--- src/rtl/fixed_point_exponential_core_assert.svh ---
// ---------------------------------------------------------------------------
// fixed_point_exponential_core_assert
// assertion macros for the exponential core rtl, used by fpe_stage
// ---------------------------------------------------------------------------
`ifndef FIXED_POINT_EXPONENTIAL_CORE_ASSERT_SVH
`define FIXED_POINT_EXPONENTIAL_CORE_ASSERT_SVH

`ifndef SYNTHESIS

// checked out of reset only
`define FPE_ASSERT(name, clk, rst_n, prop) \
	name: assert property (@(posedge clk) disable iff (!rst_n) prop) \
	else $error("fpe assertion failed");

// checked at every edge, reset included
`define FPE_ASSERT_ALWAYS(name, clk, prop) \
	name: assert property (@(posedge clk) prop) \
	else $error("fpe assertion failed");

`else

`define FPE_ASSERT(name, clk, rst_n, prop)
`define FPE_ASSERT_ALWAYS(name, clk, prop)

`endif

`endif

--- src/rtl/fpe_pkg.sv ---
// ---------------------------------------------------------------------------
// fpe_pkg
// types, constants and tables of the shift-add exponential pipeline
// ---------------------------------------------------------------------------
package fpe_pkg;

	localparam int ARG_W     = 16;
	localparam int RES_W     = 18;
	localparam int OPND_W    = 14;
	localparam int PROD_W    = 2 * OPND_W;
	localparam int ROM_DEPTH = 16;

	localparam logic [RES_W-1:0] ONE_Q16    = RES_W'(65536);
	localparam logic [RES_W-1:0] RESULT_MAX = RES_W'(262143);

	typedef struct packed {
		logic [ARG_W-1:0] rem;
		logic [RES_W-1:0] acc;
	} fpe_data_t;

	// ln(1 + 2^-i) * 65536, truncated
	function automatic logic [ARG_W-1:0] ln_rom(input logic [3:0] idx);
		logic [ARG_W-1:0] val;
		case (idx)
			4'd0:    val = 16'd45426;
			4'd1:    val = 16'd26572;
			4'd2:    val = 16'd14623;
			4'd3:    val = 16'd7719;
			4'd4:    val = 16'd3973;
			4'd5:    val = 16'd2016;
			4'd6:    val = 16'd1016;
			4'd7:    val = 16'd510;
			4'd8:    val = 16'd255;
			4'd9:    val = 16'd127;
			4'd10:   val = 16'd63;
			4'd11:   val = 16'd31;
			4'd12:   val = 16'd15;
			4'd13:   val = 16'd7;
			4'd14:   val = 16'd3;
			default: val = 16'd1;
		endcase
		return val;
	endfunction

	// (1 + 2^-i) in q16, pre-shifted right by 4
	function automatic logic [OPND_W-1:0] step_factor(input logic [3:0] idx);
		logic [RES_W-1:0] full;
		full = ONE_Q16 + (ONE_Q16 >> idx);
		return full[OPND_W+3:4];
	endfunction

endpackage

--- src/rtl/fpe_stage.sv ---
// ---------------------------------------------------------------------------
// fpe_stage
// one normalization step: trial subtract, truncating multiply, select
// ---------------------------------------------------------------------------
`include "fixed_point_exponential_core_assert.svh"

module fpe_stage #(
	parameter int STAGE_IDX = 0
) (
	input  logic              clk,
	input  logic              arst_n,
	input  logic              in_vld,
	input  fpe_pkg::fpe_data_t in_data,
	output logic              out_vld,
	output fpe_pkg::fpe_data_t out_data
);
	import fpe_pkg::*;

	localparam logic [3:0]        IDX    = 4'(STAGE_IDX);
	localparam logic [ARG_W-1:0]  LN_VAL = ln_rom(IDX);
	localparam logic [OPND_W-1:0] FACTOR = step_factor(IDX);

	logic [PROD_W-1:0]       prod_full;
	logic [PROD_W-9:0]       prod;
	logic [RES_W-1:0]        prod_sat;
	logic                    take;
	logic                    vld_s;
	fpe_data_t               data_s;

	assign prod_full = in_data.acc[RES_W-1:4] * FACTOR;
	assign prod      = prod_full[PROD_W-1:8];
	assign prod_sat  = (prod > {2'b00, RESULT_MAX}) ? RESULT_MAX : prod[RES_W-1:0];
	assign take      = (in_data.rem >= LN_VAL);

	always_ff @(posedge clk or negedge arst_n) begin
		if (!arst_n) begin
			vld_s <= 1'b0;
		end else begin
			vld_s <= in_vld;
		end
	end

	always_ff @(posedge clk) begin
		if (take) begin
			data_s.rem <= in_data.rem - LN_VAL;
			data_s.acc <= prod_sat;
		end else begin
			data_s <= in_data;
		end
	end

	assign out_vld  = vld_s;
	assign out_data = data_s;

	`FPE_ASSERT_ALWAYS(a_vld_clear_in_reset, clk, !arst_n |=> !vld_s)
	`FPE_ASSERT(a_vld_follows, clk, arst_n, vld_s == $past(in_vld))
	`FPE_ASSERT(a_rem_no_grow, clk, arst_n, in_vld |=> data_s.rem <= $past(in_data.rem))
	`FPE_ASSERT(a_skip_keeps_acc, clk, arst_n,
		(in_vld && in_data.rem < LN_VAL) |=> data_s.acc == $past(in_data.acc))

endmodule

--- src/rtl/fixed_point_exponential_core.sv ---
// start reaches done through one register per step (ITERATIONS, capped at 16) and one output register
// throughput: one request per cycle, busy is never raised
// each step is one 14 x 14 multiply and a 16-bit compare in its own pipeline stage
// the result strobe done lasts one cycle and cannot be stalled by the receiver
// reset: arst_n clears all valid bits and done at once; payload registers are not reset
// ---------------------------------------------------------------------------
// fixed_point_exponential_core
// e^x for x in unsigned q0.16, result in q2.16, by pipelined shift-add normalization
// ---------------------------------------------------------------------------
module fixed_point_exponential_core #(
	parameter int ITERATIONS = 10
) (
	input  logic        clk,
	input  logic        arst_n,
	input  logic        start,
	output logic        busy,
	input  logic [15:0] argument,
	output logic        done,
	output logic [17:0] exp_value
);
	import fpe_pkg::*;

	localparam int STEPS = (ITERATIONS > ROM_DEPTH) ? ROM_DEPTH : ITERATIONS;

	logic      vld [0:STEPS];
	fpe_data_t pipe [0:STEPS];
	logic      done_q;
	logic [RES_W-1:0] exp_value_q;

	assign busy     = 1'b0;
	assign vld[0]   = start;
	assign pipe[0]  = '{rem: argument, acc: ONE_Q16};

	for (genvar g = 0; g < STEPS; g++) begin : g_step
		fpe_stage #(
			.STAGE_IDX(g)
		) u_stage (
			.clk      (clk),
			.arst_n   (arst_n),
			.in_vld   (vld[g]),
			.in_data  (pipe[g]),
			.out_vld  (vld[g+1]),
			.out_data (pipe[g+1])
		);
	end

	always_ff @(posedge clk or negedge arst_n) begin
		if (!arst_n) begin
			done_q <= 1'b0;
		end else begin
			done_q <= vld[STEPS];
		end
	end

	always_ff @(posedge clk) begin
		exp_value_q <= pipe[STEPS].acc;
	end

	assign done      = done_q;
	assign exp_value = exp_value_q;

endmodule

--- config.mk ---
export PLATFORM = sky130hd
export DESIGN_NAME = fixed_point_exponential_core
export DESIGN_NICKNAME = d
export VERILOG_FILES = /design/src/rtl/fpe_pkg.sv /design/src/rtl/fpe_stage.sv /design/src/rtl/fixed_point_exponential_core.sv
export VERILOG_INCLUDE_DIRS = /design/src /design/src/rtl
export SDC_FILE = /design/constraint.sdc
export NUM_CORES = 1
export LEC_CHECK = 0
export ABC_AREA = 1
export BUFFER_PORTS_ARGS = -buffer_cell sky130_fd_sc_hd__buf_2
export CELL_PAD_IN_SITES_DETAIL_PLACEMENT = 0
export CELL_PAD_IN_SITES_GLOBAL_PLACEMENT = 1
export CORE_ASPECT_RATIO = 0.7
export CORE_UTILIZATION = 50
export DETAILED_ROUTE_END_ITERATION = 7
export PLACE_DENSITY = 0.88
export SYNTH_ARGS = -nofsm -noshare
export SYNTH_HDL_FRONTEND = slang
export SYNTH_SLANG_ARGS = --single-unit
--- constraint.sdc ---
create_clock -name clk -period 6.7 [get_ports clk]
set_clock_uncertainty 0.1 [all_clocks]
set_input_delay 0 -clock clk [delete_from_list [all_inputs] [get_ports clk]]
set_output_delay 0 -clock clk [all_outputs]
set_load 0.05 [all_outputs]
Yosys cells after proc, flatten, opt, wreduce, memory -nomap -nowiden
Cells that the tools add are included. Widths: inputs -> output; s select.

Flip-flop bits (word level): 353. Latch bits: 0. Memory bits (writable): 0. Bits in read-only memories: 0. Input port bits: 19. Word-level logic and storage cells: 87. Memories: 0.

$add $sub $neg: 9. Multipliers: 9. Div/mod/pow operators: 0. $lt $le $gt $ge: 19. Equality and inequality tests: 0. Shift operators: 0. Multiplexer cells: 19. Bitwise logic cells: 0. Reductions and logical operators: 0.

Operators with widths (count): $mux 34 (9); $mux 18 (10); $gt 19x18->1 const B (9); $mul 14x10->24 const B (1); $mul 14x9->23 const B (1); $mul 14x8->22 const B (1); $mul 14x7->21 const B (1); $mul 14x6->20 const B (1); $mul 14x5->19 const B (1); $mul 14x4->18 const B (1); $mul 14x3->17 const B (1); $ge 16x10->1 const B (1); $ge 16x11->1 const B (1); $ge 16x12->1 const B (1); $ge 16x13->1 const B (1); $ge 16x14->1 const B (1); $ge 16x15->1 const B (1); $ge 16x16->1 const B (1); $ge 16x7->1 const B (1); $ge 16x8->1 const B (1); $ge 16x9->1 const B (1); $mul 14x2->16 const B (1); $sub 16x10->16 const B (1); $sub 16x11->16 const B (1); 7 further kinds (7).

Longest topological paths before layout
Word-level depth: 4. Gate-level depth with buffers: 14. Depth with buffers taken out: 14.

Modules after synthesis
Synthesis repeated with hierarchy kept, for this count alone.

Cells, all modules: 3076. Area, all modules: 21583.2 µm².

By module, submodules not included: fpe_stage at g_step[2].u_stage (times used 1, cells each 334, area an instance 2289.7 µm², seq. area each 705.7 µm²); fpe_stage at g_step[1].u_stage (times used 1, cells each 318, area an instance 2260.9 µm², seq. area each 705.7 µm²); fpe_stage at g_step[4].u_stage (times used 1, cells each 337, area an instance 2253.4 µm², seq. area each 705.7 µm²); fpe_stage at g_step[3].u_stage (times used 1, cells each 330, area an instance 2235.9 µm², seq. area each 705.7 µm²); fpe_stage at g_step[7].u_stage (times used 1, cells each 324, area an instance 2220.9 µm², seq. area each 705.7 µm²); fpe_stage at g_step[5].u_stage (times used 1, cells each 312, area an instance 2205.9 µm², seq. area each 705.7 µm²); fpe_stage at g_step[6].u_stage (times used 1, cells each 296, area an instance 2044.5 µm², seq. area each 705.7 µm²); fpe_stage at g_step[8].u_stage (times used 1, cells each 284, area an instance 2037.0 µm², seq. area each 705.7 µm²); fpe_stage at g_step[9].u_stage (times used 1, cells each 294, area an instance 2016.9 µm², seq. area each 705.7 µm²); fpe_stage at g_step[0].u_stage (times used 1, cells each 225, area an instance 1617.8 µm², seq. area each 705.7 µm²); fixed_point_exponential_core (times used 1, cells each 22, area an instance 400.4 µm², seq. area each 385.4 µm²).

Least setup slack after synthesis
Ideal clock, no wire load.

Kind: reg-to-reg. Start point: register g_step[6].u_stage.data_s, in the netlist g_step[6].u_stage.out_data[13]. End point: register g_step[7].u_stage.data_s, in the netlist g_step[7].u_stage.out_data[10]. Data arrival time: 2.264 ns. Required time: 6.521 ns. Slack: 4.257 ns. Stages on the path, launching flop included: 11. Period minus slack after synthesis: 2.443 ns. Cells stage by stage: dfxtp_1 -> ha_1 -> ha_1 -> ha_1 -> inv_1 -> fa_1 -> o21ai_1 -> nand3_1 -> o21ai_2 -> nand2_2 -> o211ai_1.

Word-level cells in the longest chain between the ends: 4.

Ends and longest elaborated chain: start, declared (line fpe_stage.sv:28) `fpe_data_t data_s;`; start signal, assigned (line fpe_stage.sv:48) `data_s <= in_data;`; $mul 14x8->22 (*) (line fpe_stage.sv:30) `assign prod_full = in_data.acc[RES_W-1:4] * FACTOR;`; $gt 19x18->1 (line fpe_stage.sv:32) `assign prod_sat = (prod > {2'b00, RESULT_MAX}) ? RESULT_MAX : prod[RES_W-1:0];`; $mux 18 (*) (line fpe_stage.sv:32); $mux 34 (*) (line fpe_stage.sv:44) `if (take) begin`; end signal, assigned (line fpe_stage.sv:48); end, declared (line fpe_stage.sv:28).

Every way passes the cells marked *; elsewhere a longest branch is shown, timed or not.

Worst setup path in the final report
Start point: register g_step[4].u_stage.data_s, in the netlist g_step[4].u_stage.out_data[11]. End point: register g_step[5].u_stage.data_s, in the netlist g_step[5].u_stage.out_data[7].

Word-level cells in the longest chain between the ends: 4.

Ends and longest elaborated chain (line): start, declared (fpe_stage.sv:28); start signal, assigned (fpe_stage.sv:48); $mul 14x6->20 (*) (fpe_stage.sv:30); $gt 19x18->1 (fpe_stage.sv:32); $mux 18 (*) (fpe_stage.sv:32); $mux 34 (*) (fpe_stage.sv:44); end signal, assigned (fpe_stage.sv:48); end, declared (fpe_stage.sv:28).

Marks and branches as above.

==> flow_metrics.tcl <==
set metrics [dict create \
    status "complete, no violations" \
    dr.pass1.iters 6 \
    core.rowCount 55 \
    period_minus_slack_ns 2.795 \
    grt_antenna_before_repair 0 \
    synth_seq_area_share 0.3766 \
    cts.sinks 314 \
    fillers 3115 \
    drtAntennaViolNets 0 \
    drc 0 \
    grt_pass1_wl_um 66260 \
    hold_class "in2reg" \
    critPathBufInv 2 \
    critPathKind "reg2reg" \
    clkSlewWorstSetupHoldPaths_ns 0.07 \
    root_buffer "clkbuf_16" \
    core_mm2 0.03269 \
    leakagePower_uw 0.009629 \
    die-height_um 155.5 \
    drv_slew 0 \
    io_pins 39 \
    power_density_mw_per_mm2 534.3 \
    pwr-share-clk 0.184 \
    netlist_instances 2308 \
    swShare 0.4406 \
    startpoint_type "register" \
    tightest_slew_ns 0.9161 \
    fp.dieW_um 221.3 \
    cts_resized 0 \
    dpl.hpwl_um 30130 \
    peakVddDrop_v 0.0003136 \
    drive_gt1_frac 0.06419 \
    dpl-instance-area_mm2 0.01725 \
    mostFrequentLayoutCell "nand2_1" \
    clk_latency_ns 0.57 \
    worst_slack_ns 3.905 \
    grt_overflow 0 \
    hold_viol_final 0 \
    yosys_warnings 0 \
    slowest_delay_ns 0.39 \
    async_reset_ff_frac 0.03503 \
    p_sw_uw 4403 \
    hold_ws_ns 0.1058 \
    routed_via_density 5.030 \
    htreeDepth 1 \
    critPathRequiredTime_ns 7.03 \
    first_global_vias 13500 \
    synth-main-ff-cell "dfxtp_1" \
    ff_latch_area_mm2 0.006341 \
    gp_routability_congestion 0.9626 \
    nets 2549 \
    mostFrequentLayoutCells "nand2_1 (703), dfxtp_1 (303), inv_1 (264), nand3_1 (208), nor2_1 (181)" \
    ys_types 46 \
    path_delay_family "adder cells" \
    cts_buffers 31 \
    wl_per_cell_um 13.69 \
    holdCritStartpoint "argument[2]" \
    cp-startpoint "g_step[4].u_stage.out_data[11]" \
    syn_avg_cell_area_um2 7.295 \
    post_cts_buffers 0 \
    portBuffers 37 \
    p_int_uw 5591 \
    synth_area_mm2 0.01684 \
    ys_ff_latch 314 \
    worstPathArrival_ns 3.13 \
    drt_iter0_markers 970 \
    rsz0062_at_grt "no" \
    wl_um 38700 \
    setup-violations-final 0 \
    crit_chain "ha_1 -> ha_1 -> ha_1 -> inv_1 -> fa_1 -> inv_1 -> nand3_1 -> nand3_1 -> nand3_1 -> nand3_1 -> nor2_2 -> a21oi_1" \
    syn_to_final_growth_pct 11.09 \
    cpMostUsedCell "nand3_1" \
    cap_violations 0 \
    cts_tree "done" \
    vias 14220 \
    grt_start_max_net_pins 49 \
    rr_startpoint "g_step[4].u_stage.out_data[11]" \
    crit_fanout 10 \
    power_frac_seq 0.339 \
    initial_core_util 0.5151 \
    multi_input_area_mm2 0.009158 \
    fmax_mhz 357.8 \
    synth_edf_count 0 \
    total_power_uw 9994 \
    die_area_mm2 0.03442 \
    fin_area_mm2 0.01871 \
    antenna_cells 0 \
    track_usage 0.2330 \
    slowest_stage "nor2_2" \
    pre_cts_slack_ns 3.954 \
    power.share.combinational 0.477 \
    cts_buffer_depth 3 \
    fin_setup_tns_ns 0 \
    end_kind "register" \
    slew_headroom 0.3886 \
    fin_crit_sh 0.4171 \
]
## flip-flops by register name, summed over array words and instances (netlist names)
name and cells:
g_step.u_stage.out_vld 10, done 1, g_step.u_stage.out_data 285, exp_value 18
## metal layers
layer  track usage  up-vias  share of wire
met5             0        -              0
met4       0.04529        0          0.015
met3       0.04143       51          0.060
met2        0.3419      283           0.38
met1        0.3542     6331           0.54
li1              -     7551              -
## path summary, 6_finish.rpt
path	to	slack [ns]	depth (start not counted)
max	g_step[5].u_stage.out_data[7]	3.91	12
min	g_step[0].u_stage.out_data[20]	0.11	4
max reg2reg	g_step[5].u_stage.out_data[7]	3.91	12
min reg2reg	g_step[5].u_stage.out_data[18]	0.23	0
max in group asynchronous	g_step[4].u_stage.out_vld	5.82	3
min in group asynchronous	g_step[6].u_stage.out_vld	0.35	3
## synth_stat cells (8+ instances only)
library cell,instances,area (um^2)
a21oi_1,76,380.4
buf_2,15,75.07
buf_4,9,67.56
buf_6,15,168.9
dfrtp_1,11,275.3
dfxtp_1,303,6066
ha_1,148,1852
inv_1,264,991.0
inv_2,8,30.03
nand2_1,703,2639
nand2_2,12,75.07
nand3_1,208,1041
nand3b_1,29,217.7
nand4_1,33,206.5
nor2_1,182,683.2
nor2_2,9,56.30
nor3_1,22,110.1
o21ai_0,95,475.5
o21ai_1,15,75.07
xnor2_1,25,219.0
xor2_1,52,455.4
## layout make-up
class / instances / share of cell area
clock inverter: 25 / 0.01632
sequential: 314 / 0.3390
inverter: 273 / 0.05478
tap: 427 / 0.02856
clock buffer: 32 / 0.04221
timing repair buffer: 74 / 0.02957
multi-input combinational: 1681 / 0.4896
## power groups by stage
| stage | logic (uW) | registers, uW | clock network, uW |
|---|---|---|---|
| after global routing | 5520 | 3480 | 1960 |
| after detailed placement | 4690 | 3400 | 0 |
| after floorplan | 3560 | 3330 | 0 |
| final | 4770 | 3390 | 1840 |
| after global placement | 4650 | 3400 | 0 |
| after CTS | 4760 | 3370 | 1880 |
## kinds of logic after synthesis
group                    Yosys count  synth area share
flip-flops                       314            0.3766
XOR/XNOR                          77           0.04005
AO/OA/AOI/OAI                    220           0.07060
adder cells (fa/ha/maj)          155            0.1183
buffers and inverters            315           0.08011
AND/OR/NAND/NOR                 1225            0.3139
other                              2         0.0004460
## timing repair
action	in CTS	in global routing
endpoints found under the hold margin	29	0
hold buffers	36	0
setup endpoints to repair	0	0
## metrics by stage
stage,utilization,std cells
CTS,0.5722,2826
floorplan,-,2310
global route,0.5722,2826
global placement,0.5277,2733
detailed placement,0.5277,2733
finish,0.5722,2826
## worst min-delay path: cells and delay by family
family | cells | cell delay [ns]
AOI/OAI and AO/OA | 1 | 0.05
buffers and inverters | 2 | 0.64
and+or+nand+nor | 1 | 0.05
Note: power is estimated with default switching activity, not from simulation.
